**src/hdl/pfc_pkg.sv**
```systemverilog
`default_nettype none
// ----------------------------------------------------------------------------
// pfc_pkg
// Shared types, codes and helpers for the 5x5 digraph cipher block.
// ----------------------------------------------------------------------------
package pfc_pkg;

  // sizes of the square and the alphabet
  localparam int SIDE         = 5;
  localparam int CELL_COUNT   = SIDE * SIDE;
  localparam int LETTER_COUNT = 26;

  typedef logic [4:0] letter_t;
  typedef logic [4:0] cell_t;
  typedef logic [2:0] coord_t;

  localparam letter_t LETTER_I    = 5'd8;
  localparam letter_t LETTER_J    = 5'd9;
  localparam letter_t LETTER_LAST = 5'd25;
  localparam letter_t PAD_RESET   = 5'd23;
  localparam cell_t   CELLS       = 5'd25;
  localparam coord_t  COORD_LAST  = 3'd4;

  // opcodes
  localparam logic [1:0] OP_KEY    = 2'd0;
  localparam logic [1:0] OP_FINISH = 2'd1;
  localparam logic [1:0] OP_ENC    = 2'd2;
  localparam logic [1:0] OP_DEC    = 2'd3;

  // status codes
  localparam logic [1:0] ST_OK        = 2'd0;
  localparam logic [1:0] ST_DUP       = 2'd1;
  localparam logic [1:0] ST_LONG      = 2'd2;
  localparam logic [1:0] ST_NOT_READY = 2'd3;

  typedef struct packed {
    logic [1:0] opcode;
    letter_t    first_letter;
    letter_t    second_letter;
    logic       second_present;
  } in_item_t;

  typedef struct packed {
    letter_t    out_first;
    letter_t    out_second;
    logic [1:0] status;
  } out_item_t;

  // classified item handed from front to back
  typedef struct packed {
    logic [1:0] opcode;
    letter_t    a;
    letter_t    b;
  } cmd_t;

  // saturate codes above z, fold j onto i
  function automatic letter_t norm_letter(letter_t v);
    letter_t c;
    c = v;
    if (c > LETTER_LAST) c = LETTER_LAST;
    if (c == LETTER_J) c = LETTER_I;
    return c;
  endfunction

  function automatic coord_t cell_row(cell_t p);
    coord_t r;
    if (p >= 5'd20)      r = 3'd4;
    else if (p >= 5'd15) r = 3'd3;
    else if (p >= 5'd10) r = 3'd2;
    else if (p >= 5'd5)  r = 3'd1;
    else                 r = 3'd0;
    return r;
  endfunction

  function automatic coord_t cell_col(cell_t p);
    cell_t t;
    coord_t r;
    r = cell_row(p);
    t = p - {r, 2'b00} - {2'b00, r};
    return t[2:0];
  endfunction

  function automatic cell_t cell_at(coord_t r, coord_t c);
    return {r, 2'b00} + {2'b00, r} + {2'b00, c};
  endfunction

  // one step along a row or column, wrapping at the edge
  function automatic coord_t wrap_step(coord_t v, logic dec);
    coord_t n;
    if (dec) begin
      n = (v == 3'd0) ? COORD_LAST : v - 3'd1;
    end else begin
      n = (v == COORD_LAST) ? 3'd0 : v + 3'd1;
    end
    return n;
  endfunction

endpackage
`default_nettype wire

```
**src/hdl/pfc_ram.sv**
```systemverilog
`default_nettype none
// ----------------------------------------------------------------------------
// pfc_ram
// Generic single-write, single-read RAM with registered read data.
// ----------------------------------------------------------------------------
module pfc_ram #(
  parameter int WIDTH = 5,
  parameter int DEPTH = 32
) (
  input  wire logic                     clk,
  input  wire logic                     we,
  input  wire logic [$clog2(DEPTH)-1:0] waddr,
  input  wire logic [WIDTH-1:0]         wdata,
  input  wire logic                     re,
  input  wire logic [$clog2(DEPTH)-1:0] raddr,
  output      logic [WIDTH-1:0]         rdata
);

  logic [WIDTH-1:0] mem [DEPTH];
  logic [WIDTH-1:0] rdata_r;

  // write port
  always_ff @(posedge clk) begin
    if (we) begin
      mem[waddr] <= wdata;
    end
  end

  // registered read port
  always_ff @(posedge clk) begin
    if (re) begin
      rdata_r <= mem[raddr];
    end
  end

  assign rdata = rdata_r;

endmodule
`default_nettype wire

```
**src/hdl/pfc_front.sv**
```systemverilog
`default_nettype none
// ----------------------------------------------------------------------------
// pfc_front
// Accepts input beats, normalizes letters, applies the pad letter and queues
// classified commands for the back end. Holds the pad letter register.
// ----------------------------------------------------------------------------
module pfc_front
  import pfc_pkg::*;
(
  input  wire logic     clk,
  input  wire logic     rst_n,
  input  wire logic     push,
  output      logic     full,
  input  wire in_item_t in_item,
  input  wire logic     cfg_valid,
  output      logic     cfg_ready,
  input  wire letter_t  cfg_data,
  output      logic     cmd_valid,
  output      cmd_t     cmd,
  input  wire logic     cmd_pop
);

  letter_t    pad_r;
  cmd_t       q_r [2];
  logic       wr_ptr_r;
  logic       rd_ptr_r;
  logic [1:0] cnt_r;
  logic [1:0] cnt_nxt;
  logic       accept;
  cmd_t       new_cmd;

  assign cfg_ready = 1'b1;
  assign full      = (cnt_r == 2'd2);
  assign accept    = push && !full;
  assign cmd_valid = (cnt_r != 2'd0);
  assign cmd       = q_r[rd_ptr_r];

  // classify the incoming beat
  always_comb begin
    new_cmd.opcode = in_item.opcode;
    new_cmd.a      = norm_letter(in_item.first_letter);
    new_cmd.b      = in_item.second_present ? norm_letter(in_item.second_letter)
                                            : norm_letter(pad_r);
  end

  // occupancy
  always_comb begin
    cnt_nxt = cnt_r;
    if (accept && !cmd_pop)      cnt_nxt = cnt_r + 2'd1;
    else if (!accept && cmd_pop) cnt_nxt = cnt_r - 2'd1;
  end

  // control state
  always_ff @(posedge clk) begin
    if (!rst_n) begin
      pad_r    <= PAD_RESET;
      wr_ptr_r <= 1'b0;
      rd_ptr_r <= 1'b0;
      cnt_r    <= 2'd0;
    end else begin
      if (cfg_valid && cfg_ready) pad_r <= cfg_data;
      if (accept) wr_ptr_r <= !wr_ptr_r;
      if (cmd_pop) rd_ptr_r <= !rd_ptr_r;
      cnt_r <= cnt_nxt;
    end
  end

  // queue payload
  always_ff @(posedge clk) begin
    if (accept) begin
      q_r[wr_ptr_r] <= new_cmd;
    end
  end

endmodule
`default_nettype wire

```
**src/hdl/pfc_back.sv**
```systemverilog
`default_nettype none
// ----------------------------------------------------------------------------
// pfc_back
// Executes commands: builds the square from key letters, fills the rest on
// finish, and looks up enciphered or deciphered pairs through the RAMs.
// ----------------------------------------------------------------------------
module pfc_back
  import pfc_pkg::*;
(
  input  wire logic      clk,
  input  wire logic      rst_n,
  input  wire logic      cmd_valid,
  input  wire cmd_t      cmd,
  output      logic      cmd_pop,
  input  wire logic      res_full,
  output      logic      res_push,
  output      out_item_t res_item
);

  localparam logic [1:0] S_IDLE = 2'd0;
  localparam logic [1:0] S_FILL = 2'd1;
  localparam logic [1:0] S_POS  = 2'd2;
  localparam logic [1:0] S_SQ   = 2'd3;

  logic [1:0]              state_r, state_nxt;
  cell_t                   key_len_r, key_len_nxt;
  logic                    ready_r, ready_nxt;
  logic [LETTER_COUNT-1:0] present_r, present_nxt;
  letter_t                 c_r, c_nxt;
  cell_t                   cell_r, cell_nxt;
  logic                    dec_r, dec_nxt;

  logic    we;
  letter_t wr_letter;
  cell_t   wr_cell;
  logic    pos_re;
  logic    sq_re;
  cell_t   pos_rdata0, pos_rdata1;
  letter_t sq_rdata0, sq_rdata1;
  cell_t   n1, n2;
  cell_t   p1, p2;
  coord_t  r1, c1, r2, c2;

  // letter to cell, two copies for two read ports
  pfc_ram #(.WIDTH(5), .DEPTH(LETTER_COUNT)) u_pos0 (
    .clk(clk), .we(we), .waddr(wr_letter), .wdata(wr_cell),
    .re(pos_re), .raddr(cmd.a), .rdata(pos_rdata0)
  );
  pfc_ram #(.WIDTH(5), .DEPTH(LETTER_COUNT)) u_pos1 (
    .clk(clk), .we(we), .waddr(wr_letter), .wdata(wr_cell),
    .re(pos_re), .raddr(cmd.b), .rdata(pos_rdata1)
  );

  // cell to letter, two copies for two read ports
  pfc_ram #(.WIDTH(5), .DEPTH(CELL_COUNT)) u_sq0 (
    .clk(clk), .we(we), .waddr(wr_cell), .wdata(wr_letter),
    .re(sq_re), .raddr(n1), .rdata(sq_rdata0)
  );
  pfc_ram #(.WIDTH(5), .DEPTH(CELL_COUNT)) u_sq1 (
    .clk(clk), .we(we), .waddr(wr_cell), .wdata(wr_letter),
    .re(sq_re), .raddr(n2), .rdata(sq_rdata1)
  );

  // pair rule on the looked-up positions
  always_comb begin
    p1 = (pos_rdata0 >= CELLS) ? 5'd0 : pos_rdata0;
    p2 = (pos_rdata1 >= CELLS) ? 5'd0 : pos_rdata1;
    r1 = cell_row(p1);
    c1 = cell_col(p1);
    r2 = cell_row(p2);
    c2 = cell_col(p2);
    if (r1 == r2) begin
      n1 = cell_at(r1, wrap_step(c1, dec_r));
      n2 = cell_at(r2, wrap_step(c2, dec_r));
    end else if (c1 == c2) begin
      n1 = cell_at(wrap_step(r1, dec_r), c1);
      n2 = cell_at(wrap_step(r2, dec_r), c2);
    end else begin
      n1 = cell_at(r1, c2);
      n2 = cell_at(r2, c1);
    end
  end

  // sequencer
  always_comb begin
    state_nxt   = state_r;
    key_len_nxt = key_len_r;
    ready_nxt   = ready_r;
    present_nxt = present_r;
    c_nxt       = c_r;
    cell_nxt    = cell_r;
    dec_nxt     = dec_r;
    cmd_pop     = 1'b0;
    res_push    = 1'b0;
    res_item    = '0;
    we          = 1'b0;
    wr_letter   = '0;
    wr_cell     = '0;
    pos_re      = 1'b0;
    sq_re       = 1'b0;
    case (state_r)
      S_IDLE: begin
        if (cmd_valid && !res_full) begin
          cmd_pop = 1'b1;
          case (cmd.opcode)
            OP_KEY: begin
              res_push = 1'b1;
              if (key_len_r >= CELLS) begin
                res_item.status = ST_LONG;
              end else if (present_r[cmd.a]) begin
                res_item.status = ST_DUP;
              end else begin
                we                 = 1'b1;
                wr_letter          = cmd.a;
                wr_cell            = key_len_r;
                present_nxt[cmd.a] = 1'b1;
                key_len_nxt        = key_len_r + 5'd1;
                res_item.status    = ST_OK;
              end
            end
            OP_FINISH: begin
              if (ready_r) begin
                res_push        = 1'b1;
                res_item.status = ST_OK;
              end else begin
                state_nxt = S_FILL;
                c_nxt     = '0;
                cell_nxt  = key_len_r;
              end
            end
            default: begin
              if (!ready_r) begin
                res_push        = 1'b1;
                res_item.status = ST_NOT_READY;
              end else begin
                pos_re    = 1'b1;
                dec_nxt   = (cmd.opcode == OP_DEC);
                state_nxt = S_POS;
              end
            end
          endcase
        end
      end
      S_FILL: begin
        // one alphabet letter per cycle, unused ones go to the next cell
        if (c_r != LETTER_J && !present_r[c_r] && cell_r < CELLS) begin
          we               = 1'b1;
          wr_letter        = c_r;
          wr_cell          = cell_r;
          present_nxt[c_r] = 1'b1;
          cell_nxt         = cell_r + 5'd1;
        end
        if (c_r == LETTER_LAST) begin
          ready_nxt       = 1'b1;
          res_push        = 1'b1;
          res_item.status = ST_OK;
          state_nxt       = S_IDLE;
        end else begin
          c_nxt = c_r + 5'd1;
        end
      end
      S_POS: begin
        sq_re     = 1'b1;
        state_nxt = S_SQ;
      end
      S_SQ: begin
        res_push          = 1'b1;
        res_item.out_first  = sq_rdata0;
        res_item.out_second = sq_rdata1;
        res_item.status     = ST_OK;
        state_nxt           = S_IDLE;
      end
      default: begin
        state_nxt = S_IDLE;
      end
    endcase
  end

  // control state
  always_ff @(posedge clk) begin
    if (!rst_n) begin
      state_r   <= S_IDLE;
      key_len_r <= '0;
      ready_r   <= 1'b0;
      present_r <= '0;
    end else begin
      state_r   <= state_nxt;
      key_len_r <= key_len_nxt;
      ready_r   <= ready_nxt;
      present_r <= present_nxt;
    end
  end

  // working registers
  always_ff @(posedge clk) begin
    c_r    <= c_nxt;
    cell_r <= cell_nxt;
    dec_r  <= dec_nxt;
  end

endmodule
`default_nettype wire

```
**src/hdl/pfc_result_q.sv**
```systemverilog
`default_nettype none
// ----------------------------------------------------------------------------
// pfc_result_q
// Two-entry result queue between the back end and the output port.
// ----------------------------------------------------------------------------
module pfc_result_q
  import pfc_pkg::*;
(
  input  wire logic      clk,
  input  wire logic      rst_n,
  input  wire logic      res_push,
  input  wire out_item_t res_item,
  output      logic      res_full,
  output      logic      empty,
  input  wire logic      pop,
  output      out_item_t out_item
);

  out_item_t  q_r [2];
  logic       wr_ptr_r;
  logic       rd_ptr_r;
  logic [1:0] cnt_r;
  logic [1:0] cnt_nxt;
  logic       take;

  assign res_full = (cnt_r == 2'd2);
  assign empty    = (cnt_r == 2'd0);
  assign take     = pop && !empty;
  assign out_item = q_r[rd_ptr_r];

  // occupancy
  always_comb begin
    cnt_nxt = cnt_r;
    if (res_push && !take)      cnt_nxt = cnt_r + 2'd1;
    else if (!res_push && take) cnt_nxt = cnt_r - 2'd1;
  end

  // control state
  always_ff @(posedge clk) begin
    if (!rst_n) begin
      wr_ptr_r <= 1'b0;
      rd_ptr_r <= 1'b0;
      cnt_r    <= 2'd0;
    end else begin
      if (res_push) wr_ptr_r <= !wr_ptr_r;
      if (take) rd_ptr_r <= !rd_ptr_r;
      cnt_r <= cnt_nxt;
    end
  end

  // queue payload
  always_ff @(posedge clk) begin
    if (res_push) begin
      q_r[wr_ptr_r] <= res_item;
    end
  end

endmodule
`default_nettype wire

```
**src/hdl/playfair_digraph_cipher.sv**
```systemverilog
// Throughput: key items 1 per cycle while the result queue has room. A pair holds
//   the back end through the position RAM read and the dependent square RAM read,
//   and the first finish holds it while the fill walks the alphabet.
// Reset: synchronous, active low; clears queues, key length and letter marks,
//   pad letter returns to x. No clearing pass is needed.
`default_nettype none
// ----------------------------------------------------------------------------
// playfair_digraph_cipher
// 5x5 digraph cipher: key entry, square completion, pair encipher/decipher.
// ----------------------------------------------------------------------------
module playfair_digraph_cipher
  import pfc_pkg::*;
(
  input  wire logic      clk,
  input  wire logic      rst_n,
  input  wire logic      push,
  output      logic      full,
  input  wire in_item_t  in_item,
  output      logic      empty,
  input  wire logic      pop,
  output      out_item_t out_item,
  input  wire logic      cfg_valid,
  output      logic      cfg_ready,
  input  wire letter_t   cfg_data
);

  logic      cmd_valid;
  cmd_t      cmd;
  logic      cmd_pop;
  logic      res_full;
  logic      res_push;
  out_item_t res_item;

  // intake and classification
  pfc_front u_front (
    .clk(clk), .rst_n(rst_n), .push(push), .full(full), .in_item(in_item),
    .cfg_valid(cfg_valid), .cfg_ready(cfg_ready), .cfg_data(cfg_data),
    .cmd_valid(cmd_valid), .cmd(cmd), .cmd_pop(cmd_pop)
  );

  // execution
  pfc_back u_back (
    .clk(clk), .rst_n(rst_n), .cmd_valid(cmd_valid), .cmd(cmd),
    .cmd_pop(cmd_pop), .res_full(res_full), .res_push(res_push),
    .res_item(res_item)
  );

  // result buffering
  pfc_result_q u_result_q (
    .clk(clk), .rst_n(rst_n), .res_push(res_push), .res_item(res_item),
    .res_full(res_full), .empty(empty), .pop(pop), .out_item(out_item)
  );

`ifndef NO_ASSERTIONS
  // back end never writes a result into a full queue
  a_no_overflow: assert property (@(posedge clk) disable iff (!rst_n)
    res_push |-> !res_full)
    else $error("result pushed into full queue");

  // back end only takes a command that is there
  a_pop_valid: assert property (@(posedge clk) disable iff (!rst_n)
    cmd_pop |-> cmd_valid)
    else $error("command popped from empty queue");

  // an accepted beat is waiting for the back end in the next cycle
  a_accept_queued: assert property (@(posedge clk) disable iff (!rst_n)
    (push && !full) |=> cmd_valid)
    else $error("accepted beat not queued");

  // rejected pairs carry zero letters
  a_reject_zero: assert property (@(posedge clk) disable iff (!rst_n)
    (!empty && out_item.status == ST_NOT_READY) |->
      (out_item.out_first == 5'd0 && out_item.out_second == 5'd0))
    else $error("rejected pair has nonzero letters");
`endif

endmodule
`default_nettype wire

```
**config.mk**
```make
export PLATFORM = sky130hd
export DESIGN_NAME = playfair_digraph_cipher
export DESIGN_NICKNAME = d
export VERILOG_FILES = /design/src/hdl/pfc_pkg.sv /design/src/hdl/pfc_ram.sv /design/src/hdl/pfc_front.sv /design/src/hdl/pfc_back.sv /design/src/hdl/pfc_result_q.sv /design/src/hdl/playfair_digraph_cipher.sv
export SDC_FILE = /design/constraint.sdc
export NUM_CORES = 1
export LEC_CHECK = 0
export CAP_MARGIN = 20
export CORE_ASPECT_RATIO = 1.5
export CORE_MARGIN = 2
export CORE_UTILIZATION = 35
export CTS_BUF_LIST = sky130_fd_sc_hd__clkbuf_4
export CTS_CLUSTER_DIAMETER = 50
export CTS_CLUSTER_SIZE = 14
export DETAILED_ROUTE_END_ITERATION = 8
export DONT_BUFFER_PORTS = 1
export GPL_ROUTABILITY_DRIVEN = 0
export SYNTH_ARGS = -nofsm -noshare
export SYNTH_HDL_FRONTEND = slang
export SYNTH_SLANG_ARGS = --single-unit
```
**constraint.sdc**
```tcl
create_clock -name clk -period 11.3 [get_ports clk]
set_input_delay 0.565 -clock clk [delete_from_list [all_inputs] [get_ports clk]]
set_output_delay 0.565 -clock clk [all_outputs]
set_load 0.005 [all_outputs]
```
==> out/results.ini <==
[grt]
grt_overflow=0
grt_util_all_layers_pct=18.37
grt_pass1_vias=14400
grt_max_degree=53
antenna_found_initial=1
grt_pass1_wl_mm=86.24

[yosys]
synthDistinctLibCells=74
syn_avg_cell_area_um2=12.25
synth_cells=1684
async_flop_share_pct=0
ys_seq_area_share_pct=53.38
netlist_area_um2=20630
synthesis.nets=1756
synth_top_area_share_pct=48.62
ys_warn_count=0
ys_ff_latch=383
synth_edf_count=334
ys.flop_type=edfxtp_1
synth_top_area_cell=edfxtp_1
yosys-top-cells-area=edfxtp_1 (49%), mux4_2 (9.2%), dfxtp_1 (4.8%)

[timing]
setup_viol=0
finalCritPeriodShare_pct=58.02
max-slew-margin-rel_pct=31.15
final_max_slew_viol_count=0
fmaxAchievable_mhz=152.5
max_slew.worst_pin.slew_ns=1.029
holdWs_ns=0.07343
hold_viol_final=0
min_period_ns=6.556
finClkSkew_ns=0.1257
finalSetupTns_ns=0
rsz0062_at_grt=no

[clock_tree]
root_buffer=clkbuf_4
post_cts_buffers=0
h-tree-depth=2
cts.sinks=383
ctsHoldBuffers=15
tritoncts=built
clk_path_buf_depth=3
clk_latency_ns=0.78
numCtsBuffers=37
cts_resized=0
clk_pin_slew_ns=0.14

[setup_path]
cp-start-kind=register
endpoint_kind=register
reg2reg_slack_ns=4.74
cpPeakStageDelay_ns=0.83
worst-path-buf-inv=3
cpMostUsedCell=inv_1
cp_slowest_cell=a31oi_1
crit_family=simple AND/OR/NAND/NOR gates
path_cells=nor4b_1 > o21ai_0 > nand2_1 > inv_1 > ha_1 > fa_1 > nor4_2 > nor2_1 > inv_1 > fa_1 > inv_1 > ha_1 > a21o_1 > a21oi_1 > xor2_1 > nand4_1 > a31oi_1 > nor4_2 > nand2_1 > o2bb2ai_1 > nor4_1
setup.worst_path.class=register to register
worstPathMaxFanout=9
worstPathRequired_ns=11.82
critPathArrivalTime_ns=7.07

[die]
rows=109
io_pins=38
die_w_um=202.2
design.die.area_um2=60930
initial_utilization_pct=35.17
die_y_um=301.3
coreArea_um2=58640

[power]
ir_worst_vdd_mv=0.08862
p_leak_nw=7.487
p_per_area_nw_per_um2=156.2

[routing]
num_vias=14240
drtIter0Drc=1103
ant_nets=0
wl_per_cell_um=22.72
viasPerCell=5.748
drc=0
drtPass1Iterations=5
routed_wirelength_mm=56.28

[layout]
syn2layout_area_growth_pct=7.710
fin_util_pct=37.89
nets=1748
final_common_cell=edfxtp_1
instances_no_fill=2477
nFillCells=5611
drive_gt1_share_pct=15.60
final_cell_mix=edfxtp_1 (334), nand2_1 (197), nor2_1 (129)
register_area_um2=11010
multiInputGateArea_um2=9044

[place]
numPortBuffers=0
placed_cells=2397
hpwlAfterDp_mm=40.19

[status]
run_status=complete, no violations

[min_path]
hold_class=primary input to register

[run]
maxCapViolations=0

Yosys cell counts, types with 9 or more instances:
cell type and number:
a21oi_1 90, o21ai_0 30, or3_1 9, buf_2 24, o211ai_1 11, nor3_1 20, xnor2_1 13, a32oi_1 24
a22oi_1 34, clkbuf_1 46, inv_1 52, mux4_2 84, or2_2 10, o31ai_1 10, fa_1 10, o21a_1 30
a31oi_1 14, a21o_1 14, nor2_1 129, and3_1 28, xor2_1 16, mux2i_1 50, nor2b_1 16, and2_1 23
nand2_1 197, nand3_1 52, ha_1 39, o2bb2ai_1 10, edfxtp_1 334, mux2_2 32, nand2b_1 16, buf_1 13
o22ai_1 14, dfxtp_1 49
through the flow:
step                      setup slack [ns]  cell area (µm²)  power [mW]
after floorplan                      5.947            20630       2.393
after global placement               4.814            21450       2.695
after detailed placement             4.807            21470       2.709
after CTS                            4.838            22190       3.486
after global routing                 4.269            22220       3.620
final                                4.744            22220       3.471
power by group:
group,internal [mW],switching (mW),total (mW)
combinational,0.348,0.587,0.935
clock,0.302,0.478,0.779
sequential,1.68,0.0764,1.76
total,2.33,1.14,3.47
layer usage:
| layer | wire, µm | GRT usage [%] | vias to the layer above | share of wire, % |
|---|---|---|---|---|
| met5 | 0 | 0 | - | 0 |
| met4 | 3662 | 11.26 | 0 | 6.5 |
| met3 | 2213 | 1.902 | 155 | 3.9 |
| met2 | 29610 | 33.62 | 539 | 53 |
| met1 | 20800 | 20.48 | 7091 | 37 |
| li1 | - | - | 6453 | - |
path summary, 6_finish.rpt:
| kind | from | end | cells after the start |
|---|---|---|---|
| worst max-delay path | u_back.u_pos0.rdata[1] | u_back.u_sq0.rdata[0] | 21 |
| worst min-delay path | in_item[5] | u_front.q_r[0][4] | 1 |
| worst max register to register | u_back.u_pos0.rdata[1] | u_back.u_sq0.rdata[0] | 21 |
| worst min register to register | u_back.present_r[10] | u_back.present_r[10] | 1 |
kinds of logic (layout without fill, tap and decap cells):
logic type	count (synthesis)	in the layout	synth area share, %
AO/OA/AOI/OAI	367	367	12.89
multiplexers	168	168	13.60
adder cells (fa/ha/maj)	49	49	3.336
XOR/XNOR	29	29	1.231
flip-flops	383	383	53.38
other	1	2	0.01818
buffers and inverters	148	163	3.185
AND/OR/NAND/NOR	539	539	12.36
worst reg2reg max path, stage by stage (launching register included):
cell and delay [ns]:
edfxtp_1 0.53, nor4b_1 0.40, o21ai_0 0.34, nand2_1 0.19, inv_1 0.11, ha_1 0.21, fa_1 0.47, nor4_2 0.54
nor2_1 0.21, inv_1 0.15, fa_1 0.44, inv_1 0.09, ha_1 0.23, a21o_1 0.16, a21oi_1 0.16, xor2_1 0.16
nand4_1 0.13, a31oi_1 0.83, nor4_2 0.21, nand2_1 0.21, o2bb2ai_1 0.08, nor4_1 0.48
sequential cells by signal, summed over array words and instances (netlist names), 2 cells and up, named ones only:
signal and cells:
u_back.u_pos1.mem 130, u_back.u_sq0.mem 105, u_back.present_r 26, u_front.q_r 24, u_result_q.q_r 24, u_back.u_sq1.mem 20, u_back.c_r 5, u_back.cell_r 5
u_back.key_len_r 5, u_back.u_pos0.rdata 5, u_back.u_pos1.rdata 5, u_back.u_sq0.rdata 5, u_back.u_sq1.rdata 5, u_front.pad_r 5, u_back.state_r 2, u_front.cnt_r 2
u_result_q.cnt_r 2
layout make-up:
class	count	share of cell area (%)
flip-flops and latches	383	49.56
multi-input cells	1153	40.70
well taps	777	4.376
repair buffers	49	1.920
clock buffers	48	1.622
clock inverters	14	0.9292
inverters	52	0.8785
diodes	1	0.01126
Power figures use the tool's default switching activity.
